==> src/rtl/pgc_pkg.sv <==
// shared types, constants and the root/divide step for the gamma 2.0 converter
package pgc_pkg;

    // channel and pipeline geometry
    localparam int CH_W       = 15;
    localparam int PROD_W     = 2 * CH_W;
    localparam int NSTEP      = CH_W;
    localparam int PIPE_DEPTH = NSTEP + 1;
    localparam int REM_W      = CH_W + 1;

    // apb register map
    localparam int APB_AW              = 3;
    localparam logic REG_IDX_DIRECTION = 1'b0;

    // direction codes
    localparam logic MODE_SQUARE = 1'b0;
    localparam logic MODE_ROOT   = 1'b1;

    // fixed point constants
    localparam logic [CH_W-1:0] ONE_Q12 = CH_W'(4096);
    localparam logic [CH_W-1:0] CH_MAX  = '1;

    typedef struct packed {
        logic signed [15:0] red_in;
        logic signed [15:0] green_in;
        logic signed [15:0] blue_in;
        logic signed [15:0] alpha_in;
    } pgc_in_t;

    typedef struct packed {
        logic        [CH_W-1:0] red_out;
        logic        [CH_W-1:0] green_out;
        logic        [CH_W-1:0] blue_out;
        logic signed [15:0]     alpha_out;
    } pgc_out_t;

    typedef struct packed {
        logic [REM_W-1:0] rem;
        logic [CH_W-1:0]  q;
    } pgc_step_t;

    // one result bit: restoring divide (one dividend bit) or square root (two bits)
    function automatic pgc_step_t pgc_step(input logic mode, input logic [REM_W-1:0] rem,
                                           input logic [1:0] bits, input logic [CH_W-1:0] q,
                                           input logic [CH_W-1:0] d);
        logic [REM_W+1:0] cand;
        logic [REM_W+1:0] sub;
        pgc_step_t        res;
        if (mode == MODE_ROOT) begin
            cand = {rem, bits};
            sub  = {1'b0, q, 2'b01};
        end else begin
            cand = {1'b0, rem, bits[0]};
            sub  = {3'b000, d};
        end
        if (cand >= sub) begin
            res.rem = REM_W'(cand - sub);
            res.q   = {q[CH_W-2:0], 1'b1};
        end else begin
            res.rem = cand[REM_W-1:0];
            res.q   = {q[CH_W-2:0], 1'b0};
        end
        return res;
    endfunction

endpackage

==> src/rtl/pgc_chan.sv <==
// one colour channel: multiplier stage, then one divide/root bit per stage
module pgc_chan
    import pgc_pkg::*;
(
    input  logic              aclk,
    input  logic              enable,
    input  logic              mode,
    input  logic signed [15:0] chan,
    input  logic signed [15:0] alpha,
    output logic [CH_W-1:0]   result
);

    // stage registers, index is the number of result bits done
    logic [PROD_W-1:0] n_reg    [0:NSTEP-1];
    logic [CH_W-1:0]   d_reg    [0:NSTEP-1];
    logic              mode_reg [0:NSTEP-1];
    logic              zero_reg [0:NSTEP];
    logic              sat_reg  [1:NSTEP];
    logic [REM_W-1:0]  rem_reg  [1:NSTEP-1];
    logic [CH_W-1:0]   q_reg    [1:NSTEP];

    logic [CH_W-1:0]   c_mag;
    logic [CH_W-1:0]   ua;
    logic [CH_W-1:0]   op_b;
    logic [PROD_W-1:0] prod;
    logic              zero_next;

    // operand select: c*c over a for square, c*a under the root
    assign c_mag     = chan[CH_W-1:0];
    assign ua        = (!alpha[15] && (alpha != '0)) ? alpha[CH_W-1:0] : ONE_Q12;
    assign op_b      = (mode == MODE_ROOT) ? ua : c_mag;
    assign prod      = PROD_W'(c_mag) * PROD_W'(op_b);
    assign zero_next = chan[15] || (chan == '0);

    // multiplier stage
    always_ff @(posedge aclk) begin
        if (enable) begin
            n_reg[0]    <= prod;
            d_reg[0]    <= ua;
            mode_reg[0] <= mode;
            zero_reg[0] <= zero_next;
        end
    end

    // bit stages
    for (genvar j = 1; j <= NSTEP; j++) begin : g_step
        localparam int K = NSTEP - j;
        logic [REM_W-1:0] rem_in;
        logic [CH_W-1:0]  q_in;
        logic             sat_in;
        logic [1:0]       bits;
        pgc_step_t        st;

        if (j == 1) begin : g_first
            // square mode starts with the upper half of the dividend; overflow check here
            assign rem_in = (mode_reg[0] == MODE_ROOT) ? '0
                                                       : REM_W'(n_reg[0][PROD_W-1:CH_W]);
            assign q_in   = '0;
            assign sat_in = (mode_reg[0] == MODE_SQUARE) && (n_reg[0][PROD_W-1:CH_W] >= d_reg[0]);
        end else begin : g_next
            assign rem_in = rem_reg[j-1];
            assign q_in   = q_reg[j-1];
            assign sat_in = sat_reg[j-1];
        end

        assign bits = (mode_reg[j-1] == MODE_ROOT) ? n_reg[j-1][2*K+1:2*K]
                                                   : {1'b0, n_reg[j-1][K]};
        assign st   = pgc_step(mode_reg[j-1], rem_in, bits, q_in, d_reg[j-1]);

        always_ff @(posedge aclk) begin
            if (enable) begin
                zero_reg[j] <= zero_reg[j-1];
                sat_reg[j]  <= sat_in;
                q_reg[j]    <= st.q;
            end
        end

        if (j < NSTEP) begin : g_carry
            always_ff @(posedge aclk) begin
                if (enable) begin
                    n_reg[j]    <= n_reg[j-1];
                    d_reg[j]    <= d_reg[j-1];
                    mode_reg[j] <= mode_reg[j-1];
                    rem_reg[j]  <= st.rem;
                end
            end
        end
    end

    // non-positive channel gives zero, square overflow clamps
    assign result = zero_reg[NSTEP] ? '0 : (sat_reg[NSTEP] ? CH_MAX : q_reg[NSTEP]);

endmodule

==> config.mk <==
export PLATFORM = sky130hd
export DESIGN_NAME = pgc_chan
export DESIGN_NICKNAME = d
export VERILOG_FILES = /design/src/rtl/pgc_pkg.sv /design/src/rtl/pgc_chan.sv
export SDC_FILE = /design/constraint.sdc
export NUM_CORES = 2
export LEC_CHECK = 0
export ABC_AREA = 1
export BUFFER_PORTS_ARGS = -buffer_cell sky130_fd_sc_hd__buf_4
export CAP_MARGIN = 20
export CORE_ASPECT_RATIO = 0.7
export CORE_MARGIN = 10
export CORE_UTILIZATION = 40
export DETAILED_ROUTE_END_ITERATION = 16
export PLACE_DENSITY = 0.65
export SYNTH_ARGS = -nofsm -noshare
export SYNTH_HDL_FRONTEND = slang
export SYNTH_SLANG_ARGS = --single-unit
==> constraint.sdc <==
create_clock -name aclk -period 8.2 [get_ports aclk]
set_input_delay 1.64 -clock aclk [delete_from_list [all_inputs] [get_ports aclk]]
set_output_delay 1.64 -clock aclk [all_outputs]
set_load 0.005 [all_outputs]
* Word-level counts from Yosys, hierarchy flattened
Memory sizes are Yosys's and may differ from the RTL's.
Cells that the tools add are included.
** Storage, ports and cells
- Bits in registers :: 0
- Latch bits :: 0
- Memory bits (writable) :: 1170
- Bits in read-only memories :: 0
- Logic and storage cells :: 112
- Memories kept :: 7
** Cells by class
- $add $sub $neg :: 14
- $mul :: 1
- Divide/modulo/power cells :: 0
- Magnitude comparators :: 16
- Equality and inequality tests :: 0
- Shift operators :: 0
- Mux-type cells :: 67
- Bitwise gates (word level) :: 1
- Reductions and logical operators :: 6
** Memory list
- n_reg :: words 15, bits a word 30, read ports 15, clocked after Yosys merged registers in 0, wr ports 15, RTL line pgc_chan.sv:14 : logic [PROD_W-1:0] n_reg [0:NSTEP-1];
- d_reg :: words 15, bits a word 15, read ports 15, clocked after Yosys merged registers in 0, wr ports 15, RTL line pgc_chan.sv:15 : logic [CH_W-1:0] d_reg [0:NSTEP-1];
- q_reg :: words 15, bits a word 15, read ports 15, clocked after Yosys merged registers in 0, wr ports 15, RTL line pgc_chan.sv:20 : logic [CH_W-1:0] q_reg [1:NSTEP];
- rem_reg :: words 14, bits a word 16, read ports 14, clocked after Yosys merged registers in 0, wr ports 14, RTL line pgc_chan.sv:19 : logic [REM_W-1:0] rem_reg [1:NSTEP-1];
- zero_reg :: words 16, bits a word 1, read ports 16, clocked after Yosys merged registers in 0, wr ports 16, RTL line pgc_chan.sv:17 : logic zero_reg [0:NSTEP];
- mode_reg :: words 15, bits a word 1, read ports 15, clocked after Yosys merged registers in 0, wr ports 15, RTL line pgc_chan.sv:16 : logic mode_reg [0:NSTEP-1];
- 1 more memories
** Operators with widths (number)
- 31-bit 2-to-1 mux :: 14
- 17-bit 2-to-1 mux :: 15
- 18-bit by 17-bit >= comparator with 1-bit output :: 14
- 18-bit 2-to-1 mux :: 14
- 16-bit subtractor :: 14
- 15-bit 2-to-1 mux :: 6
- 15-bit by 15-bit multiplier with 30-bit output :: 1
- 2-bit 2-to-1 mux :: 15
- 17-bit by 15-bit >= comparator with 1-bit output :: 1
- 16-bit zero test :: 1
- 16-bit nonzero test :: 1
- 15-bit >= comparator :: 1
- 1-bit 2-to-1 mux :: 3
- 1-bit logical AND :: 2
- 1-bit zero test :: 1
- 1-bit logical OR :: 1
- 1-bit NOT :: 1

* Logic depth before layout (Yosys ltp)
- Depth after elaboration :: 5
- Gate-level depth with buffers :: 32
- Gate-level depth less buffers :: 31

* Worst setup path after synthesis
Ideal clock, no wire load.
- Path kind :: input -> register
- Start :: in alpha[9]
- End :: mem n_reg[0][20] (netlist bit) (data pin)
- Setup time :: 0.252 ns
- Data arrival time :: 6.842 ns
- Data required time :: 7.948 ns
- Path slack :: 1.106 ns
- Stages :: 31
- Cell sequence :: inv_2 -> nand4_1 -> nor2_1 -> nand2_2 -> buf_4 -> nand4_1 -> buf_2 -> a21oi_1 -> fa_1 -> inv_1 -> fa_1 -> inv_1 -> fa_1 -> inv_1 -> fa_1 -> inv_1 -> fa_1 -> inv_1 -> fa_1 -> inv_1 -> ha_1 -> nand2_1 -> inv_1 -> nand2_1 -> nand2_1 -> inv_1 -> nand3_1 -> nand3_1 -> nand2_1 -> nand2_1 -> nand2_1
** RTL lines
- start: declaration :: RTL line pgc_chan.sv:9 : input logic signed [15:0] alpha,
- end: declaration :: RTL line pgc_chan.sv:14

==> impl_metrics.toml <==
[outcome]
run_status = "finished clean"

[clock_tree]
cts_tree = "built"
h-tree-depth = 3
tritoncts.num_buffers = 90
clock-root-buffer = "sky130_fd_sc_hd__clkbuf_16"
clk_path_buf_depth = 3
clock_sink_count = 855
clkTransAtPathRegs_ns = 0.07
worstSkewPairLatency_ns = 0.70
cts_post_setup_buffers_inserted = 0
cts.hold.buffers_added = 0
post_cts.resized_instances = 0

[layout]
layout.cells.most_common = "sky130_fd_sc_hd__nand2_1"
final_cells = 8761
fraction_of_layout_instances_using_a_drive_strength_above_1_pct = 6.11
syn2layout_area_growth_pct = 9.24
layout_common_cells = "sky130_fd_sc_hd__nand2_1, sky130_fd_sc_hd__inv_1, sky130_fd_sc_hd__edfxtp_1, sky130_fd_sc_hd__nand3_1, sky130_fd_sc_hd__nor2_1"
max_reg_flops = 240
utilization_pct = 44.0
fillers = 13956
nets = 7350

[timing]
post-route-min-period_ns = 7.55
hold_viol = 0
hold_ws_ns = 0.389
setup_tns_ns = 0
worst_slew_pin_slew_ns = 1.08
slew-limit-headroom_pct = 27.9
grt_setup_unrepaired = "false"
min_period_over_period_pct = 92.1
timing.fmax_ghz = 0.132
finalMaxSlewViolations = 0
setup_viol = 0
finClkSkew_ns = 0.0401
setup_ws_ns = 0.649

[critical_path]
timing.critical_path.depth = 28
worst_ep_required_time_ns = 8.64
startpoint_type = "input pin"
endpoint_kind = "register"
critical_path.max_fanout = 12
worstRegToRegCells = 15
cpPeakStageDelay_ns = 0.55
worst-path-buf-inv = 9
critical-path-top-cell-by-count = "sky130_fd_sc_hd__inv_1"
cpLargestDelayFamily = "adder cells"
critPathSlowestCell = "sky130_fd_sc_hd__fa_1"
path_class = "input pin to register"
worst-endpoint-arrival_ns = 7.99

[grt]
grt_start_max_net_pins = 190
antenna_violations_before_repair = 4
total_global_routing_overflow = 0
track_usage_pct = 19.3
first_global_vias = 40609
grt_pass1_wl_mm = 242

[routing]
avgViaCountPerCell = 5.05
detail_route.first_pass.iterations = 8
dr.first_iter.drc_count = 5054
routedWlPerCell_um = 17.9
final_antenna_net_count = 0
route.detailed.drc = 0
via_count = 44275
routed_wirelength_mm = 157

[placement]
portBuffers = 49
worst_slack_at_placement_ns = 0.0565
gp_congestion = 0.971
detailedPlacementHpwl_mm = 122
place_inst = 8595

[floorplan]
initial_core_util_pct = 40.3
io_pins = 50
core_mm2 = 0.143
die_outline_area_mm2 = 0.160
std_cell_rows = 116
die_boundary_height_um = 337
die_width_um = 473

[logic_synthesis]
postSynthNetCount = 7302
synth-seq-cells = 855
mean_post_synth_cell_area_um2 = 8.52
post_synth_edffs = 855
yosysWarnings = 0
mappedNetlistArea_mm2 = 0.0575
ys.flop_type = "sky130_fd_sc_hd__edfxtp_1"
sequential_to_total_area_share_from_yosys_stat_pct = 44.7
synthCells = 6751
async_reset_ff_share_pct = 0
yosys.cell_types.count = 43

[pwr]
cell_internal_pwr_mw = 12.8
ir_drop_v = 0.000344
lkg_pwr_nw = 30.4
share_seq_of_total_power_pct = 28.8
power_switching_share_pct = 45.8
power_per_cell_area_mw_per_mm2 = 377
comb_power_share_pct = 54.0
clkPwrFrac_pct = 17.1
net-switching-power_mw = 10.9

[worst_hold_path]
timing.hold.worst_path_depth = 0
timing.hold.worst.class = "register to register"

[job]
max-cap-violations = 0
## worst paths after layout
check | start | slack (ns) | endpoint
max | alpha[12] | 0.65 | n_reg[0][25]
min | n_reg[0][161] | 0.39 | n_reg[0][191]
max reg2reg | mode_reg[3][1] | 3.85 | rem_reg[0][142]
min reg2reg | n_reg[0][161] | 0.39 | n_reg[0][191]
## cells by family (layout without fill, tap and decap cells)
kind of cell | Yosys count | in the layout | share of synthesized area, %
flip-flops | 855 | 855 | 44.7
XOR/XNOR | 113 | 113 | 1.72
other | 0 | 1 | 0
adder cells (fa/ha/maj) | 516 | 516 | 13.6
buffers and inverters | 1342 | 1463 | 9.22
AO/OA/AOI/OAI | 435 | 435 | 3.92
multiplexers | 117 | 117 | 2.04
AND/OR/NAND/NOR | 3373 | 3373 | 24.9
## cell type report
class,instances,area [um^2],share of cell area (%)
multi-input cells,4554,26500,42.2
clock inverters,62,607,0.966
repair buffers,104,838,1.33
flip-flops and latches,855,25700,40.9
well taps,1888,2360,3.76
diodes,1,2.50,0.00398
inverters,1194,4480,7.14
clock buffers,103,2320,3.70
## power groups by stage
stage	sequential [mW]	combinational [mW]	clock [mW]
2_1_floorplan	6.64	9.24	0
3_3_place_gp	6.90	12.5	0
3_5_place_dp	6.91	12.6	0
4_1_cts	6.83	12.6	4.18
5_1_grt	6.93	14.5	4.35
6_report	6.83	12.8	4.06
## cell usage after synthesis, types with 8 or more instances
master | n | area [um^2]
sky130_fd_sc_hd__nand2_1 | 2235 | 8390
sky130_fd_sc_hd__inv_1 | 1169 | 4390
sky130_fd_sc_hd__edfxtp_1 | 855 | 25700
sky130_fd_sc_hd__nand3_1 | 468 | 2340
sky130_fd_sc_hd__nor2_1 | 363 | 1360
sky130_fd_sc_hd__ha_1 | 335 | 4190
sky130_fd_sc_hd__a21oi_1 | 207 | 1040
sky130_fd_sc_hd__o21ai_0 | 206 | 1030
sky130_fd_sc_hd__fa_1 | 181 | 3620
sky130_fd_sc_hd__mux2i_1 | 117 | 1170
sky130_fd_sc_hd__xor2_1 | 78 | 683
sky130_fd_sc_hd__nand4_1 | 63 | 394
sky130_fd_sc_hd__buf_2 | 57 | 285
sky130_fd_sc_hd__nand2_2 | 54 | 338
sky130_fd_sc_hd__clkbuf_1 | 51 | 191
sky130_fd_sc_hd__or2_2 | 35 | 219
sky130_fd_sc_hd__xnor2_1 | 35 | 307
sky130_fd_sc_hd__nor3_1 | 32 | 160
sky130_fd_sc_hd__nand3b_1 | 29 | 218
sky130_fd_sc_hd__and2_1 | 27 | 169
sky130_fd_sc_hd__nand2_4 | 21 | 236
sky130_fd_sc_hd__buf_4 | 18 | 135
sky130_fd_sc_hd__nand3_2 | 18 | 180
sky130_fd_sc_hd__inv_2 | 17 | 63.8
sky130_fd_sc_hd__buf_6 | 15 | 169
sky130_fd_sc_hd__nor2_4 | 14 | 158
sky130_fd_sc_hd__clkinv_1 | 8 | 30.0
sky130_fd_sc_hd__nor2_2 | 8 | 50.1
## per-layer routing
layer / GRT usage (%) / wire [um]
met2: 25.6 / 59400
met1: 31.5 / 80100
met4: 3.11 / 2400
met5: 0 / 0
met3: 4.41 / 14900
## metrics by stage
| stage | instance area, um^2 | power [mW] |
|---|---|---|
| floorplan | 57500 | 15.9 |
| global placement | 59900 | 19.4 |
| detailed placement | 59900 | 19.5 |
| CTS | 62800 | 23.6 |
| global route | 62800 | 25.8 |
| finish | 62800 | 23.7 |
Power figures use the tool's default switching activity.
